<file path="config.mk">
export PLATFORM = sky130hd
export DESIGN_NAME = byte_stuff_frame_encoder
export DESIGN_NICKNAME = d
export VERILOG_FILES = /design/src/hw/rtl/bsfe_pkg.sv /design/src/hw/rtl/bsfe_front.sv /design/src/hw/rtl/bsfe_queue.sv /design/src/hw/rtl/bsfe_back.sv /design/src/hw/rtl/byte_stuff_frame_encoder.sv
export SDC_FILE = /design/constraint.sdc
export NUM_CORES = 1
export LEC_CHECK = 0
export BUFFER_PORTS_ARGS = -buffer_cell sky130_fd_sc_hd__buf_2
export CAP_MARGIN = 20
export CORE_UTILIZATION = 45
export DETAILED_ROUTE_END_ITERATION = 10
export GPL_ROUTABILITY_DRIVEN = 1
export GPL_TIMING_DRIVEN = 0
export PLACE_DENSITY = 0.64
export SYNTH_ARGS = -nofsm -noshare
export SYNTH_HDL_FRONTEND = slang
export SYNTH_SLANG_ARGS = --single-unit
</file>
<file path="constraint.sdc">
create_clock -name clk -period 4.8 [get_ports clk]
set_clock_uncertainty 0.2 [all_clocks]
set_input_delay 0.24 -clock clk [delete_from_list [all_inputs] [get_ports clk]]
set_output_delay 0.24 -clock clk [all_outputs]
set_load 0.01 [all_outputs]
</file>
<file path="src/hw/rtl/bsfe_pkg.sv">
// Package for the byte stuffing frame encoder: line codes, slot indexes, queue types.
`default_nettype none
package bsfe_pkg;

	// Line codes
	localparam logic [7:0] FLAG_BYTE  = 8'h7E;
	localparam logic [7:0] ESC_BYTE   = 8'h7F;
	localparam logic [7:0] ESC_FLAG   = 8'h80;
	localparam logic [7:0] ESC_ESC    = 8'h81;
	localparam logic [7:0] BASE_RESET = 8'h55;

	// Output slots of one command, in line order
	localparam int NUM_SLOTS = 6;
	localparam int SLOT_W    = 3;
	localparam logic [SLOT_W-1:0] SLOT_OPEN  = 3'd0;
	localparam logic [SLOT_W-1:0] SLOT_DATA  = 3'd1;
	localparam logic [SLOT_W-1:0] SLOT_DATA2 = 3'd2;
	localparam logic [SLOT_W-1:0] SLOT_CHK   = 3'd3;
	localparam logic [SLOT_W-1:0] SLOT_CHK2  = 3'd4;
	localparam logic [SLOT_W-1:0] SLOT_CLOSE = 3'd5;

	// One classified item, passed from front to back
	typedef struct packed {
		logic       open;
		logic       has_byte;
		logic [7:0] data;
		logic       close;
		logic [7:0] chk;
	} cmd_t;

	// Queue status seen by front and back
	typedef struct packed {
		logic full;
		logic empty;
	} qstat_t;

	// True when a byte must go out as an escape pair
	function automatic logic needs_escape(input logic [7:0] b);
		needs_escape = (b == FLAG_BYTE) || (b == ESC_BYTE);
	endfunction

	// First line byte of a possibly escaped byte
	function automatic logic [7:0] first_code(input logic [7:0] b);
		first_code = needs_escape(b) ? ESC_BYTE : b;
	endfunction

	// Second line byte of an escape pair
	function automatic logic [7:0] second_code(input logic [7:0] b);
		second_code = (b == FLAG_BYTE) ? ESC_FLAG : ESC_ESC;
	endfunction

endpackage
`default_nettype wire

</file>
<file path="src/hw/rtl/bsfe_front.sv">
// Front part: accepts input beats, keeps the running sum and forms queue commands.
`default_nettype none
module bsfe_front (
	input  wire logic           clk,
	input  wire logic           arst_n,
	input  wire logic           cfg_valid,
	input  wire logic [7:0]     cfg_data,
	input  wire logic           in_valid,
	input  wire logic [7:0]     payload_byte,
	input  wire logic           frame_first,
	input  wire logic           frame_last,
	input  wire logic           no_payload,
	input  wire bsfe_pkg::qstat_t qstat,
	output logic                in_stall,
	output logic                push,
	output bsfe_pkg::cmd_t      cmd
);
	import bsfe_pkg::*;

	logic [7:0] base_q;
	logic [7:0] sum_q;
	logic [7:0] sum_next;
	logic       accept;

	// Stall the sender while the queue has no room
	assign in_stall = qstat.full;
	assign accept   = in_valid && !in_stall;

	// Restart the sum on a first mark, add the byte when one is carried
	always_comb begin
		sum_next = (frame_first ? 8'd0 : sum_q) + (no_payload ? 8'd0 : payload_byte);
	end

	// Classify the beat into a command
	always_comb begin
		cmd.open     = frame_first;
		cmd.has_byte = !no_payload;
		cmd.data     = payload_byte;
		cmd.close    = frame_last;
		cmd.chk      = base_q - sum_next;
	end

	// Drop beats that cause no line byte
	assign push = accept && (frame_first || frame_last || !no_payload);

	// Hold the checksum base and the running sum
	always_ff @(posedge clk or negedge arst_n) begin
		if (!arst_n) begin
			base_q <= BASE_RESET;
			sum_q  <= 8'd0;
		end else begin
			if (cfg_valid) begin
				base_q <= cfg_data;
			end
			if (accept) begin
				sum_q <= sum_next;
			end
		end
	end

endmodule
`default_nettype wire

</file>
<file path="src/hw/rtl/bsfe_queue.sv">
// Command queue between front and back.
`default_nettype none
module bsfe_queue #(
	parameter int DEPTH = 4
) (
	input  wire logic           clk,
	input  wire logic           arst_n,
	input  wire logic           push,
	input  wire bsfe_pkg::cmd_t push_cmd,
	input  wire logic           pop,
	output bsfe_pkg::cmd_t      head_cmd,
	output bsfe_pkg::qstat_t    qstat
);
	import bsfe_pkg::*;

	localparam int AW = (DEPTH > 1) ? $clog2(DEPTH) : 1;
	localparam int CW = $clog2(DEPTH + 1);

	cmd_t          mem_q [DEPTH];
	logic [AW-1:0] wr_ptr_q;
	logic [AW-1:0] rd_ptr_q;
	logic [CW-1:0] count_q;

	assign qstat.full  = (count_q == CW'(DEPTH));
	assign qstat.empty = (count_q == '0);
	assign head_cmd    = mem_q[rd_ptr_q];

	// Store the pushed command
	always_ff @(posedge clk) begin
		if (push) begin
			mem_q[wr_ptr_q] <= push_cmd;
		end
	end

	// Advance pointers and the fill count
	always_ff @(posedge clk or negedge arst_n) begin
		if (!arst_n) begin
			wr_ptr_q <= '0;
			rd_ptr_q <= '0;
			count_q  <= '0;
		end else begin
			if (push) begin
				wr_ptr_q <= (wr_ptr_q == AW'(DEPTH - 1)) ? '0 : wr_ptr_q + 1'b1;
			end
			if (pop) begin
				rd_ptr_q <= (rd_ptr_q == AW'(DEPTH - 1)) ? '0 : rd_ptr_q + 1'b1;
			end
			case ({push, pop})
				2'b10:   count_q <= count_q + 1'b1;
				2'b01:   count_q <= count_q - 1'b1;
				default: count_q <= count_q;
			endcase
		end
	end

endmodule
`default_nettype wire

</file>
<file path="src/hw/rtl/bsfe_back.sv">
// Back part: walks the slots of the head command and drives the output register.
`default_nettype none
module bsfe_back (
	input  wire logic             clk,
	input  wire logic             arst_n,
	input  wire bsfe_pkg::cmd_t   head_cmd,
	input  wire bsfe_pkg::qstat_t qstat,
	input  wire logic             out_stall,
	output logic                  pop,
	output logic                  out_valid,
	output logic [7:0]            line_byte,
	output logic                  run_last,
	output logic                  frame_done
);
	import bsfe_pkg::*;

	logic [SLOT_W-1:0]    slot_q;
	logic [NUM_SLOTS-1:0] slot_en;
	logic [NUM_SLOTS-1:0] pending;
	logic [NUM_SLOTS-1:0] rest;
	logic [SLOT_W-1:0]    pick;
	logic                 pick_last;
	logic                 advance;
	logic [7:0]           byte_next;
	logic                 out_valid_q;
	logic [7:0]           line_byte_q;
	logic                 run_last_q;
	logic                 frame_done_q;

	// Mark the slots this command fills
	always_comb begin
		slot_en             = '0;
		slot_en[SLOT_OPEN]  = head_cmd.open;
		slot_en[SLOT_DATA]  = head_cmd.has_byte;
		slot_en[SLOT_DATA2] = head_cmd.has_byte && needs_escape(head_cmd.data);
		slot_en[SLOT_CHK]   = head_cmd.close;
		slot_en[SLOT_CHK2]  = head_cmd.close && needs_escape(head_cmd.chk);
		slot_en[SLOT_CLOSE] = head_cmd.close;
	end

	// Pick the lowest slot not yet sent
	always_comb begin
		pending = slot_en & ({NUM_SLOTS{1'b1}} << slot_q);
		pick    = SLOT_CLOSE;
		for (int i = NUM_SLOTS - 1; i >= 0; i--) begin
			if (pending[i]) begin
				pick = SLOT_W'(i);
			end
		end
		rest      = pending & ~(NUM_SLOTS'(1) << pick);
		pick_last = (rest == '0);
	end

	// Encode the picked slot
	always_comb begin
		case (pick)
			SLOT_OPEN:  byte_next = FLAG_BYTE;
			SLOT_DATA:  byte_next = first_code(head_cmd.data);
			SLOT_DATA2: byte_next = second_code(head_cmd.data);
			SLOT_CHK:   byte_next = first_code(head_cmd.chk);
			SLOT_CHK2:  byte_next = second_code(head_cmd.chk);
			default:    byte_next = FLAG_BYTE;
		endcase
	end

	// Move one slot whenever the queue is not empty and the output register is free or drains
	assign advance = !qstat.empty && (!out_valid_q || !out_stall);
	assign pop     = advance && pick_last;

	// Step the slot pointer, restart it on the next command
	always_ff @(posedge clk or negedge arst_n) begin
		if (!arst_n) begin
			slot_q <= SLOT_OPEN;
		end else if (advance) begin
			slot_q <= pick_last ? SLOT_OPEN : pick + 1'b1;
		end
	end

	// Hold the output beat until taken
	always_ff @(posedge clk or negedge arst_n) begin
		if (!arst_n) begin
			out_valid_q <= 1'b0;
		end else if (!out_valid_q || !out_stall) begin
			out_valid_q <= advance;
		end
	end

	always_ff @(posedge clk) begin
		if (advance) begin
			line_byte_q  <= byte_next;
			run_last_q   <= pick_last;
			frame_done_q <= (pick == SLOT_CLOSE);
		end
	end

	assign out_valid  = out_valid_q;
	assign line_byte  = line_byte_q;
	assign run_last   = run_last_q;
	assign frame_done = frame_done_q;

endmodule
`default_nettype wire

</file>
<file path="src/hw/rtl/byte_stuff_frame_encoder.sv">
// Top level of the byte stuffing frame encoder with additive checksum.
//
// Input channel (in_valid / in_stall): one payload byte per beat with
// frame_first, frame_last and no_payload marks. A first mark sends the
// opening flag 0x7E and clears the sum; a last mark appends the escaped
// checksum (checksum_base - sum) and the closing flag. 0x7E and 0x7F in the
// data or checksum go out as 0x7F 0x80 and 0x7F 0x81.
// Output channel (out_valid / out_stall): one line byte per beat; run_last
// marks the last byte caused by an input beat, frame_done the closing flag.
// Config channel (cfg_valid / cfg_ready): writes checksum_base; always ready.
// It must be written while the block is idle; the block does not enforce this.
// The first line byte of a beat passes the command queue and the output
// register after the beat is accepted. One line byte per cycle while the
// receiver does not stall; a beat yields 1 to 6 line bytes in slot order.
// The front keeps accepting beats while the QUEUE_DEPTH entry command
// queue has room, and stalls the sender when full.
// Reset clears the queue, the sum and the output, and sets checksum_base to
// 0x55. While the receiver stalls, the output beat holds and the queue fills.
`default_nettype none
module byte_stuff_frame_encoder #(
	parameter int QUEUE_DEPTH = 4
) (
	input  wire logic       clk,
	input  wire logic       arst_n,
	input  wire logic       cfg_valid,
	output logic            cfg_ready,
	input  wire logic [7:0] cfg_data,
	input  wire logic       in_valid,
	output logic            in_stall,
	input  wire logic [7:0] payload_byte,
	input  wire logic       frame_first,
	input  wire logic       frame_last,
	input  wire logic       no_payload,
	output logic            out_valid,
	input  wire logic       out_stall,
	output logic [7:0]      line_byte,
	output logic            run_last,
	output logic            frame_done
);
	import bsfe_pkg::*;

	cmd_t   push_cmd;
	cmd_t   head_cmd;
	qstat_t qstat;
	logic   push;
	logic   pop;

	assign cfg_ready = 1'b1;

	bsfe_front u_front (
		.clk          (clk),
		.arst_n       (arst_n),
		.cfg_valid    (cfg_valid && cfg_ready),
		.cfg_data     (cfg_data),
		.in_valid     (in_valid),
		.payload_byte (payload_byte),
		.frame_first  (frame_first),
		.frame_last   (frame_last),
		.no_payload   (no_payload),
		.qstat        (qstat),
		.in_stall     (in_stall),
		.push         (push),
		.cmd          (push_cmd)
	);

	bsfe_queue #(
		.DEPTH (QUEUE_DEPTH)
	) u_queue (
		.clk      (clk),
		.arst_n   (arst_n),
		.push     (push),
		.push_cmd (push_cmd),
		.pop      (pop),
		.head_cmd (head_cmd),
		.qstat    (qstat)
	);

	bsfe_back u_back (
		.clk        (clk),
		.arst_n     (arst_n),
		.head_cmd   (head_cmd),
		.qstat      (qstat),
		.out_stall  (out_stall),
		.pop        (pop),
		.out_valid  (out_valid),
		.line_byte  (line_byte),
		.run_last   (run_last),
		.frame_done (frame_done)
	);

	// Never write a full queue
	a_no_overflow: assert property (@(posedge clk) disable iff (!arst_n)
		!(push && qstat.full))
		else $error("command queue overflow");

	// Never pop an empty queue
	a_no_underflow: assert property (@(posedge clk) disable iff (!arst_n)
		!(pop && qstat.empty))
		else $error("command queue underflow");

	// The closing flag ends its beat's run
	a_close_flag: assert property (@(posedge clk) disable iff (!arst_n)
		(out_valid && frame_done) |-> (line_byte == FLAG_BYTE && run_last))
		else $error("closing flag malformed");

	// An escape byte is never the end of a run
	a_escape_pair: assert property (@(posedge clk) disable iff (!arst_n)
		(out_valid && line_byte == ESC_BYTE) |-> !run_last)
		else $error("escape byte ends a run");

endmodule
`default_nettype wire

</file>
# Word level (Yosys, flattened, before mapping)
# Memories as Yosys holds them, arrays and structs flattened.
# Cells that the tools add are included.
dict set report totals {
  word_cells 74
  n_memories 1
  mem_bits_rw 76
  in_bits 24
  reg_bits 37
  output_inout_bits 13
  mem_bits_ro 0
  latchBits 0
}
dict set report classes {
  muxes 18
  n_bitwise 3
  multipliers 0
  n_div 0
  shift 2
  reduce_logical 19
  n_lt_le_gt_ge 0
  add_sub_neg 7
  eq_ne 14
}
# memory words word_bits read_ports rd_clocked_by_memory_dff write_ports line_no
set mem_list {}
lappend mem_list {u_queue.mem_q 4 19 1 0 1 bsfe_queue.sv:19} ;# cmd_t mem_q [DEPTH];
# cell count
set ops {}
lappend ops {{equality test 8 x 7 -> 1 bit, second input constant} 4}
lappend ops {{2-to-1 mux 8 bit} 4}
lappend ops {{case mux 8 bit (4 select lines)} 1}
lappend ops {{2-to-1 mux 3 bit} 5}
lappend ops {{AND 6 bit} 2}
lappend ops {{equality test 3 bit, second input constant} 3}
lappend ops {{adder 8 bit} 1}
lappend ops {{subtractor 8 bit} 1}
lappend ops {{adder 3 x 1 -> 3 bit, second input constant} 2}
lappend ops {{equality test 2 bit, second input constant} 3}
lappend ops {{equality test 3 x 2 -> 1 bit, second input constant} 2}
lappend ops {{logical AND 1 bit} 6}
lappend ops {{logical NOT 6 bit} 1}
lappend ops {{NOT 6 bit} 1}
lappend ops {{case mux 3 bit (2 select lines)} 1}
lappend ops {{left shift 1 x 3 -> 6 bit, first input constant} 1}
lappend ops {{left shift 6 x 3 -> 6 bit, first input constant} 1}
lappend ops {{logical NOT 1 bit} 5}
lappend ops {{logical OR 1 bit} 5}
lappend ops {{2-to-1 mux 1 bit} 5}
lappend ops {{adder 2 x 1 -> 2 bit, second input constant} 2}
lappend ops {{2-to-1 mux 2 bit} 2}
lappend ops {{equality test 3 x 1 -> 1 bit, second input constant} 1}
lappend ops {{logical NOT 3 bit} 1}
lappend ops {{3 further kinds} 3}

# Logic depth before layout (Yosys ltp)
# An unclocked memory read counts as a cell.
dict set report logic_depth {
  depth_word 17
  ltp_mapped 22
  ltp_nobuf 20
}

# Cells and area by module
# A second synthesis with hierarchy kept.
dict set report unflattened {
  cells_unflattened 369
  area_unflattened_um2 5397.7
}
# mod n_inst cells_each area_per_inst_um2 seq_area_each_um2
set modules_own_cells {}
lappend modules_own_cells {bsfe_queue 1 137 3161.8 2457.4}
lappend modules_own_cells {bsfe_front 1 147 1336.3 405.4}
lappend modules_own_cells {bsfe_back 1 83 888.4 400.4}
lappend modules_own_cells {byte_stuff_frame_encoder 1 2 11.3 0.0}

# Least setup slack after synthesis
# Ideal clock, no wire load.
dict set report synth_path {
  kind {reg-to-reg}
  startpoint {register u_queue.rd_ptr_q[0]}
  endpoint {register u_queue.count_q[2]}
  stages_incl_launch_ff 22
  t_arrival_ps 4464
  slack_ps 57
  setup_ps 79
  cell_sequence {dfrtp_1 mux4_1 nand4b_1 nor4b_4 nor2_1 or2_2 inv_1 ha_1 ha_1 buf_1 inv_1 a32oi_1 nor2_1 a2111oi_4 nand2_4 inv_1 ha_1 inv_1 fa_1 xor2_1 nor2_1 xor2_1}
}
dict set report synth_via {
  elab_chain_len 17
  elab_cells_between_ends 24
}
# element line_no
set synth_rtl {}
lappend synth_rtl {{start: declaration} bsfe_queue.sv:21} ;# logic [AW-1:0] rd_ptr_q;
lappend synth_rtl {{start signal: assignment} bsfe_queue.sv:46} ;# rd_ptr_q <= (rd_ptr_q == AW'(DEPTH - 1)) ? '0 : rd_ptr_q + 1'b1;
lappend synth_rtl {{memory read (4 x 19 bit) (*)} -}
lappend synth_rtl {{equality test 8 x 7 -> 1 bit} bsfe_pkg.sv:39} ;# needs_escape = (b == FLAG_BYTE) || (b == ESC_BYTE);
lappend synth_rtl {{logical OR 1 bit} bsfe_pkg.sv:39}
lappend synth_rtl {{logical AND 1 bit} bsfe_back.sv:37} ;# slot_en[SLOT_CHK2] = head_cmd.close && needs_escape(head_cmd.chk);
lappend synth_rtl {{AND 6 bit (*)} bsfe_back.sv:43} ;# pending = slot_en & ({NUM_SLOTS{1'b1}} << slot_q);
lappend synth_rtl {{2-to-1 mux 1 bit} bsfe_back.sv:46} ;# if (pending[i]) begin
lappend synth_rtl {{2-to-1 mux 3 bit (4 in series)} bsfe_back.sv:46}
lappend synth_rtl {{left shift 1 x 3 -> 6 bit} bsfe_back.sv:50} ;# rest = pending & ~(NUM_SLOTS'(1) << pick);
lappend synth_rtl {{NOT 6 bit} bsfe_back.sv:50}
lappend synth_rtl {{AND 6 bit (*)} bsfe_back.sv:50}
lappend synth_rtl {{logical NOT 6 bit (*)} bsfe_back.sv:51} ;# pick_last = (rest == '0);
lappend synth_rtl {{named net u_back.pick_last} bsfe_back.sv:22} ;# logic pick_last;
lappend synth_rtl {{logical AND 1 bit (*)} bsfe_back.sv:68} ;# assign pop = advance && pick_last;
lappend synth_rtl {{named net pop} byte_stuff_frame_encoder.sv:46} ;# logic pop;
lappend synth_rtl {{equality test 2 x 1 -> 1 bit / equality test 2 bit (equally long branches)} bsfe_queue.sv:48} ;# case ({push, pop})
lappend synth_rtl {{case mux 3 bit (2 select lines) / nonzero test 2 bit (equally long branches)} -}
lappend synth_rtl {{end signal: assignment} bsfe_queue.sv:49} ;# 2'b10: count_q <= count_q + 1'b1;
lappend synth_rtl {{end signal: assignment} bsfe_queue.sv:50} ;# 2'b01: count_q <= count_q - 1'b1;
lappend synth_rtl {{end signal: assignment} bsfe_queue.sv:51} ;# default: count_q <= count_q;
lappend synth_rtl {{end: declaration} bsfe_queue.sv:22} ;# logic [CW-1:0] count_q;
# The timed path passes the listed nets; every way through them passes the cells marked *.
# A chain may end at the register's enable or synchronous reset.

# Worst setup path in the final report
# Ends and elaborated chain as after synthesis.

==> key figures <==
Floorplanning
  • FP Rows: 39
  • Die H: 111.1 um
  • Core Box Area: 11520 um^2
  • Initial core utilization: 46.48%
  • Die Area: 12340 um^2
  • Die W: 111.1 um
  • I/O pin total: 37

Synthesis
  • Seq/Total Area, Yosys: 60.96%
  • Compound-Gate Fraction of Synth Area: 7.270%
  • Share of the synthesized area in the top cell type: 48.25%
  • XOR/XNOR Fraction of Synth Area: 2.618%
  • Synth warn: 0
  • Cells after synthesis: 354
  • Largest family of logic cells by synthesized area: multiplexers
  • Post-Synth Simple-Gate Area: 8.205%
  • Async SR Flop Fraction: 23.89%
  • Average size of a mapped cell: 15.12 um^2
  • Post-synth net total: 406
  • Post-synth cell types: 51
  • Yosys top cell by area: edfxtp_1
  • Largest cells by area after synthesis: edfxtp_1, dfrtp_1, ha_1, mux4_2, mux4_1
  • Synthesized flop and latch total: 113
  • Post-synthesis mux area share: 11.01%
  • Post-Synth Adder-Cell Area: 6.966%
  • Mapped cell area: 5353 um^2
  • Synth Flop Type: edfxtp_1
  • EDFF count, synth: 86

Route
  • Vias: 3139
  • Drt wl/cell: 17.67 um
  • Drt pass-1 iters: 7
  • DRC: 8
  • WL final: 10.59 mm
  • DRT iter0 DRCs: 215
  • DRT antenna net count: 0
  • Vias per inst: 5.240

Clock tree
  • Clk root buf: clkbuf_16
  • Clock latency on the worst-skew pair: 0.41 ns
  • CTS sink count: 113
  • H-tree depth: 4
  • CTS Buf Count: 17
  • CTS max path bufs: 2
  • Clk pin slew, worst setup/hold paths: 0.05 ns
  • CTS tree: done

Setup path
  • Worst setup endpoint: u_queue.count_q[2]
  • R2r setup slk: 0.22 ns
  • CP Launch Type: register
  • Reg-to-Reg Start: u_queue.rd_ptr_q[0]
  • Worst R2R Path Depth: 18
  • Required @ worst endpoint: 4.93 ns
  • Max FO, Critical Path: 5
  • CP endpoint kind: register
  • Setup Crit Path Kind: register to register
  • Reg-to-reg endpoint: u_queue.count_q[2]
  • Crit path launch: u_queue.rd_ptr_q[0]
  • CP arrival: 4.70 ns

STA
  • Setup TNS: 0 ns
  • Slew margin rel.: 30.92%
  • Final setup fails: 0
  • Fin crit share: 95.34%
  • Fmax achieved: 0.2185 GHz
  • Worst slew pin tran: 1.036 ns
  • Max Slew Vio Count: 0
  • Final WS setup: 0.2235 ns
  • Post-layout minimum cycle time: 4.577 ns
  • Hold slack final: 0.01291 ns
  • Final hold violation count: 0

GRT
  • GRT Total Usage: 18.63%
  • Global route overflow: 0
  • Number of global-route vias before repair: 3226
  • Initial antenna violation count: 0
  • First-pass GRT wire length: 16.99 mm
  • Largest net degree at the start of global routing: 28

Place
  • GPL Wtd Cong: 0.8404
  • DPL Wire Length: 7.043 mm
  • Number of port buffers: 34
  • Placed inst area: 5702 um^2
  • Pre-CTS setup slack: -0.5569 ns

Pwr
  • Seq pwr share: 33.4%
  • Peak VDD IR: 0.3072 mV
  • NetSw: 1541 uW
  • Cell Int Power: 3161 uW
  • Net switching fraction of the power: 32.77%
  • Comb power frac: 40.7%
  • Leakage: 0.002631 uW
  • Clock Power Share: 25.9%
  • Power density cells: 700.7 nW/um^2

Cells and area
  • Core Util, Final: 58.27%
  • Area growth syn-to-layout: 25.36%
  • # nets final: 495
  • Layout cells sized above 1: 28.95%
  • Diode count: 0
  • FILL cells: 897
  • Finished Cell Area: 6710 um^2

Status
  • Failing checks: design-rule violations
  • Run status: finished with violations

Flow run
  • Max Cap Viol: 0

Min path
  • Worst Hold Class: primary input to register
==> worst min path at each step <==
stage / cells past startpoint / end / start
CTS: 1 / u_queue.mem_q[2][18] / frame_first
detailed placement: 1 / u_queue.count_q[0] / arst_n
finish: 3 / u_front.base_q[0] / cfg_valid
global route: 1 / u_queue.mem_q[2][18] / frame_first
global placement: 1 / u_queue.count_q[0] / arst_n
floorplan: 0 / u_back.out_valid / arst_n
==> metal layers <==
metal,vias up,global-route usage (%),part of all wire (%)
li1,1522,-,-
met1,1528,23.25,44
met2,76,30.44,49
met3,13,5.796,4.7
met4,0,7.207,2.1
met5,-,0,0
==> state kept, by name, indices dropped and copies added, names as in the netlist, 2 cells and up <==
| name | cells |
|---|---|
| u_back.slot_q | 3 |
| u_queue.mem_q | 76 |
| u_front.base_q | 8 |
| u_queue.count_q | 3 |
| u_back.line_byte | 8 |
| u_queue.wr_ptr_q | 2 |
| u_front.sum_q | 8 |
| u_queue.rd_ptr_q | 2 |
==> logic make-up after synthesis <==
family / after synthesis
AO/OA/AOI/OAI: 53
other: 1
AND/OR/NAND/NOR: 82
multiplexers: 30
adder cells (fa/ha/maj): 28
flip-flops: 113
XOR/XNOR: 16
buffers and inverters: 31
==> synth_stat cells (2+ instances only) <==
master / number
a21boi_0: 2
a21o_1: 4
a21oi_1: 8
a221o_1: 7
and2_1: 4
buf_6: 2
clkbuf_1: 2
clkbuf_8: 2
dfrtp_1: 23
dfstp_2: 4
edfxtp_1: 86
fa_1: 3
ha_1: 25
inv_1: 22
mux2_2: 9
mux2_4: 2
mux4_1: 8
mux4_2: 11
nand2_1: 21
nand2b_1: 3
nand4b_1: 2
nor2_1: 17
nor2b_1: 19
nor3_1: 7
o21ai_0: 17
o21bai_1: 2
o31ai_1: 3
or3_1: 2
xnor2_1: 9
xor2_1: 7
==> cell usage in the layout, fill, tap and decap left out, drive strengths merged, types with 19 or more instances in the layout <==
cell type	netlist	final
buf	4	54
dfrtp	23	23
inv	23	23
dlygate4sd3	0	19
edfxtp	86	86
clkbuf	4	25
nand2	22	22
nor2b	19	19
ha	25	25
mux4	19	19
==> what timing repair did <==
| item | in CTS | in global routing |
|---|---|---|
| endpoints found under the hold margin | 68 | 0 |
| resized for setup | 7 | 19 |
| hold buffers | 19 | 0 |
| endpoints found under the setup margin | 3 | 2 |
| cloned | 0 | 1 |
| pin swaps | 4 | 9 |
| setup buffers | 5 | 12 |
==> stage by stage <==
stage	power (uW)	std cells
after floorplan	2759	354
after global placement	3153	531
after detailed placement	3208	531
after CTS	4530	586
after global routing	4989	599
final	4702	599
==> critical path: stages (launching register included) <==
cell	delay, ns
dfrtp_2	0.47
mux4_2	0.55
nand4b_1	0.26
nor4b_4	0.36
buf_6	0.17
a221oi_4	0.09
inv_2	0.11
ha_4	0.15
inv_1	0.06
o41a_4	0.49
a2111oi_4	0.42
nand2_4	0.07
inv_1	0.07
ha_2	0.17
inv_1	0.05
fa_1	0.37
xor2_1	0.15
nor2_1	0.12
xor2_1	0.15
==> cell type report <==
| cell class | count | area (um^2) | share of cell area (%) |
|---|---|---|---|
| sequential | 113 | 3264 | 48.65 |
| timing repair buffer | 71 | 516.7 | 7.701 |
| inverter | 23 | 86.33 | 1.287 |
| multi-input combinational | 210 | 2003 | 29.85 |
| tap | 143 | 178.9 | 2.666 |
| buffer | 7 | 82.58 | 1.231 |
| clock inverter | 12 | 141.4 | 2.107 |
| clock buffer | 20 | 436.7 | 6.508 |
==> power by group through the flow <==
stage,clock network (uW),registers [uW],logic [uW]
4_1_cts,1240,1570,1720
6_report,1220,1570,1910
3_5_place_dp,0,1580,1630
2_1_floorplan,0,1570,1190
5_1_grt,1290,1600,2100
3_3_place_gp,0,1560,1590
No activity file was read; power rests on OpenSTA's default activity.
